`src/rtl/pesd_pkg.sv`:
```
// Package for the particle Euler step block: payload structs, register indexes
// and pipeline dimensions. Depends on nothing; used by every file in rtl.
package pesd_pkg;

	localparam int NUM_STAGES = 19;
	localparam int DIV_FIRST  = 2;
	localparam int DIV_STEPS  = 16;
	localparam int DIV_LAST   = DIV_FIRST + DIV_STEPS - 1;

	localparam logic [12:0] DT_MAX  = 13'd6554;
	localparam logic [16:0] ONE_Q16 = 17'd65536;

	localparam logic [2:0] REG_FRAME_TIME = 3'd0;
	localparam logic [2:0] REG_DRAG_RATE  = 3'd1;
	localparam logic [2:0] REG_GRAVITY_X  = 3'd2;
	localparam logic [2:0] REG_GRAVITY_Y  = 3'd3;
	localparam logic [2:0] REG_GRAVITY_Z  = 3'd4;

	typedef struct packed {
		logic signed [31:0] pos_x;
		logic signed [31:0] pos_y;
		logic signed [31:0] pos_z;
		logic signed [31:0] vel_x;
		logic signed [31:0] vel_y;
		logic signed [31:0] vel_z;
		logic [30:0]        age_in;
		logic [30:0]        lifetime;
		logic [30:0]        size_start;
		logic [30:0]        size_end;
	} particle_t;

	typedef struct packed {
		logic signed [31:0] new_pos_x;
		logic signed [31:0] new_pos_y;
		logic signed [31:0] new_pos_z;
		logic signed [31:0] new_vel_x;
		logic signed [31:0] new_vel_y;
		logic signed [31:0] new_vel_z;
		logic [30:0]        age_out;
		logic [30:0]        current_size;
		logic [16:0]        life_progress;
		logic               expired;
	} result_t;

endpackage

```
`src/rtl/pesd_div.sv`:
```
// Pipelined restoring divider giving one quotient bit per stage.
// Depends on pesd_pkg; stage enables come from the top level's ready chain.
module pesd_div (
	input  logic                            clk,
	input  logic [pesd_pkg::DIV_STEPS-1:0] ld,
	input  logic [30:0]                     num,
	input  logic [30:0]                     den,
	output logic [pesd_pkg::DIV_STEPS-1:0] quo
);
	import pesd_pkg::*;

	logic [30:0]          rem_s [DIV_STEPS];
	logic [30:0]          den_s [DIV_STEPS];
	logic [DIV_STEPS-1:0] quo_s [DIV_STEPS];
	logic [31:0]          trial [DIV_STEPS];
	logic [31:0]          diff  [DIV_STEPS];
	logic                 take  [DIV_STEPS];

	// The numerant is below the divisor whenever the quotient is used, so
	// the remainder always fits 31 bits.
	always_comb begin
		for (int j = 0; j < DIV_STEPS; j++) begin
			if (j == 0)
				trial[j] = {num, 1'b0};
			else
				trial[j] = {rem_s[j-1], 1'b0};
			if (j == 0)
				diff[j] = trial[j] - {1'b0, den};
			else
				diff[j] = trial[j] - {1'b0, den_s[j-1]};
			take[j] = (j == 0) ? (trial[j] >= {1'b0, den}) : (trial[j] >= {1'b0, den_s[j-1]});
		end
	end

	always_ff @(posedge clk) begin
		for (int j = 0; j < DIV_STEPS; j++) begin
			if (ld[j]) begin
				rem_s[j] <= take[j] ? diff[j][30:0] : trial[j][30:0];
				den_s[j] <= (j == 0) ? den : den_s[j-1];
				if (j == 0)
					quo_s[j] <= {{(DIV_STEPS-1){1'b0}}, take[j]};
				else
					quo_s[j] <= {quo_s[j-1][DIV_STEPS-2:0], take[j]};
			end
		end
	end

	assign quo = quo_s[DIV_STEPS-1];

endmodule

```
`config.mk`:
```
export PLATFORM = sky130hd
export DESIGN_NAME = pesd_div
export DESIGN_NICKNAME = d
export VERILOG_FILES = /design/src/rtl/pesd_pkg.sv /design/src/rtl/pesd_div.sv
export SDC_FILE = /design/constraint.sdc
export NUM_CORES = 2
export LEC_CHECK = 0
export ABC_AREA = 1
export BUFFER_PORTS_ARGS = -buffer_cell sky130_fd_sc_hd__buf_2
export CAP_MARGIN = 20
export CORE_MARGIN = 8
export CORE_UTILIZATION = 35
export CTS_CLUSTER_DIAMETER = 40
export CTS_CLUSTER_SIZE = 25
export DETAILED_ROUTE_END_ITERATION = 6
export SETUP_SLACK_MARGIN = 0.1
export SLEW_MARGIN = 15
export SYNTH_ARGS = -nofsm -noshare
export SYNTH_HDL_FRONTEND = slang
export SYNTH_SLANG_ARGS = --single-unit
export TNS_END_PERCENT = 30
```
`constraint.sdc`:
```
create_clock -name clk -period 2.5 [get_ports clk]
set_input_delay 0 -clock clk [delete_from_list [all_inputs] [get_ports clk]]
set_output_delay 0 -clock clk [all_outputs]
set_load 0.02 [all_outputs]
```
==> impl_metrics.ini <==
[outcome]
status = finished, violations left
violations = design-rule violations

[timing]
max_slew_margin_pct = 38.40
setup_viol = 0
final-hold-violation-count = 0
fmax_ghz = 0.4128
rsz0062_at_grt = yes
worst_pin_slew_ns = 0.9240
drv_slew = 0
tns_ns = 0
finalWorstSetupSlack_ns = 0.07742
fin_crit_ns = 2.423
period_share_pct = 96.90
fin_skew_ns = 0.05369
whs_ns = 0.06802

[routing]
vias = 66499
viasPerCell = 4.604
detail_route.wl_per_cell_microns = 16.12
ant_nets = 0
drtIter0Drc = 5687
drcViolationCount = 2
first_pass_iters = 7
routed_wl_microns = 232800

[critical_path]
r2r-end = rem_s[1][213]
crit_path_end_kind = flop
critPathKind = flop to flop
critPathLaunchType = flop
required_ns = 3.09
worstReg2RegStart = den_s[13][6]
ff2ff_setup_slack_ns = 0.08
reg2reg_depth = 13
cp.arrival_ns = 3.01
cp_max_fo = 4

[power]
power_mw = 115.1
p_leak_nw = 49.61
ir_worst_vdd_mv = 0.8217
p_per_area_nw_per_um2 = 1216

[worst_hold_path]
hold_class = primary input to flop
whs_endpoint = rem_s[0][17]
holdPathStages = 4
worstHoldStart = num[16]

[logic_synthesis]
netlist_area_sq_um = 76350
synth_nets = 11146
yosysUniqueCellTypes = 41
async_reset_ff_share_pct = 0
synth-edff-count = 1066
ys_ff_latch = 1066
yosys_warnings = 0
synthFlopType = edfxtp_1
synthCells = 10557
yosysSeqAreaShare_pct = 41.93
avgSynthCellArea_sq_um = 7.232

[clocking]
clkLatencyLatePin_ns = 0.83
numCtsBuffers = 182
clkSinkCount = 1066
cts-root-buf = clkbuf_16
clk_path_buf_depth = 3
clk_pin_slew_ns = 0.05
cts_max_level = 4
cts_tree = done

[cells_and_area]
fill_cells = 21901
post-route-util_pct = 43.64
final_common_cell = nand2_1
final_net_count = 12022
seqCellArea_sq_um = 32010
multi_input_area_sq_um = 37080
drive_above_1_share_pct = 12.79
syn_to_final_growth_pct = 24.02
final_cell_mix = nand2_1, inv_1, edfxtp_1

[grt]
grt_use_total_pct = 18.86
grt_first_pass_wirelength_microns = 349600
grt_overflow = 0
antenna_found_initial = 4
grt_pass1_vias = 61779
grt_max_degree = 76

[floorplanning]
initial_core_util_pct = 35.19
io_pins = 95
core.rowCount = 171
design.die.area_sq_um = 233300
dieWidth_microns = 483.0
core_area_sq_um = 217000
die_y_microns = 483.0

[place]
dp_hpwl_microns = 187200
io_buffers = 94
pre_cts_slack_ns = -0.09622
place_congestion = 0.9463

[flow_run]
drv_cap = 0
-- routing by layer --
layer,share of wire [%],track usage (%)
met2,46,31.27
met1,46,25.57
met3,5.7,2.735
met4,2.7,5.622
met5,0.0052,0
-- registers in the layout, indices dropped and copies added, names as in the netlist --
signal	flops
rem_s	465
den_s	465
quo_s	136
-- how the worst max path moves through the flow --
| stage | start | slack [ns] | endpoint |
|---|---|---|---|
| 2_1_floorplan | den_s[4][0] | 0.36 | rem_s[0][168] |
| 5_1_grt | den_s[11][19] | 0.01 | rem_s[1][133] |
| 3_5_place_dp | den_s[10][5] | -0.1 | rem_s[1][123] |
| 4_1_cts | den_s[6][0] | 0.06 | rem_s[0][228] |
| 6_report | den_s[13][6] | 0.08 | rem_s[1][213] |
| 3_3_place_gp | den_s[12][8] | -0.10 | rem_s[1][174] |
-- critical path, cell delays in order (launching register included) --
cell	delay, ns
edfxtp_1	0.41
inv_1	0.10
ha_1	0.25
buf_4	0.15
nand2_1	0.16
inv_1	0.06
nand2_1	0.06
nand2_1	0.07
nand2_1	0.06
nand3_1	0.30
nand2_1	0.28
nand3_1	0.11
nand3_1	0.10
nand2_1	0.05
-- cell type report --
cell class	count	area share, %
Tap cell	2854	3.771
Timing Repair inverter	2	0.01850
Clock inverter	145	1.948
Timing Repair Buffer	804	7.244
Antenna cell	2	0.005286
Multi-Input combinational cell	7073	39.16
Clock buffer	194	4.880
Sequential cell	1066	33.81
Inverter	2304	9.163
-- report_power, final --
part / internal (mW) / switching [mW] / leakage, nW
sequential: 26.6 / 4.00 / 10.5
combinational: 22.6 / 36.2 / 36.1
clock: 15.9 / 9.83 / 3.09
-- synthesized netlist by cell type (2+ instances only) --
| cell | instances | area share [%] |
|---|---|---|
| o21bai_1 | 42 | 0.41 |
| nand3_2 | 4 | 0.052 |
| edfxtp_1 | 1066 | 42 |
| buf_8 | 2 | 0.039 |
| nor3_1 | 29 | 0.19 |
| a21oi_2 | 3 | 0.034 |
| buf_2 | 10 | 0.066 |
| xor2_1 | 222 | 2.5 |
| nand3_1 | 618 | 4.1 |
| clkbuf_1 | 3 | 0.015 |
| xnor2_1 | 3 | 0.034 |
| nor2_4 | 3 | 0.044 |
| nand2_2 | 22 | 0.18 |
| buf_4 | 58 | 0.57 |
| nand2_1 | 4352 | 21 |
| or2_2 | 23 | 0.19 |
| o21ai_2 | 11 | 0.13 |
| nor2_1 | 618 | 3.0 |
| o21ai_0 | 33 | 0.22 |
| o21ai_1 | 30 | 0.20 |
| buf_6 | 41 | 0.60 |
| a21oi_1 | 262 | 1.7 |
| inv_2 | 13 | 0.064 |
| nand3b_1 | 48 | 0.47 |
| nor4_1 | 2 | 0.016 |
| a21o_1 | 3 | 0.029 |
| ha_1 | 495 | 8.1 |
| nor2_2 | 17 | 0.14 |
| nand4_1 | 134 | 1.1 |
| inv_1 | 2283 | 11 |
| and2_1 | 67 | 0.55 |
| clkinv_1 | 8 | 0.039 |
| nand3_4 | 3 | 0.069 |
| and3_1 | 8 | 0.066 |
| fa_1 | 15 | 0.39 |
-- cells by family after synthesis --
group	Yosys count	synth area share [%]
simple gates	5951	31.60
fa+ha+maj	510	8.506
flops	1066	41.93
buf+inv	2418	12.62
compound gates	387	2.761
xor+xnor	225	2.581
-- stage by stage --
stage                     instances  area (sq um)
after floorplan               10557         76350
after global placement        13832         83240
after detailed placement      13832         83240
after CTS                     14297         91110
after global routing          14444         94680
final                         14444         94680
-- timing repair --
action / in CTS / in global routing
gates cloned: 0 / 11
setup endpoints to repair: 181 / 446
pin swaps: 3 / 44
hold buffers: 118 / 1
hold endpoints to repair: 1128 / 1
buffers inserted: 8 / 133
gates resized for setup: 26 / 430
(Power assumes the default switching activity.)
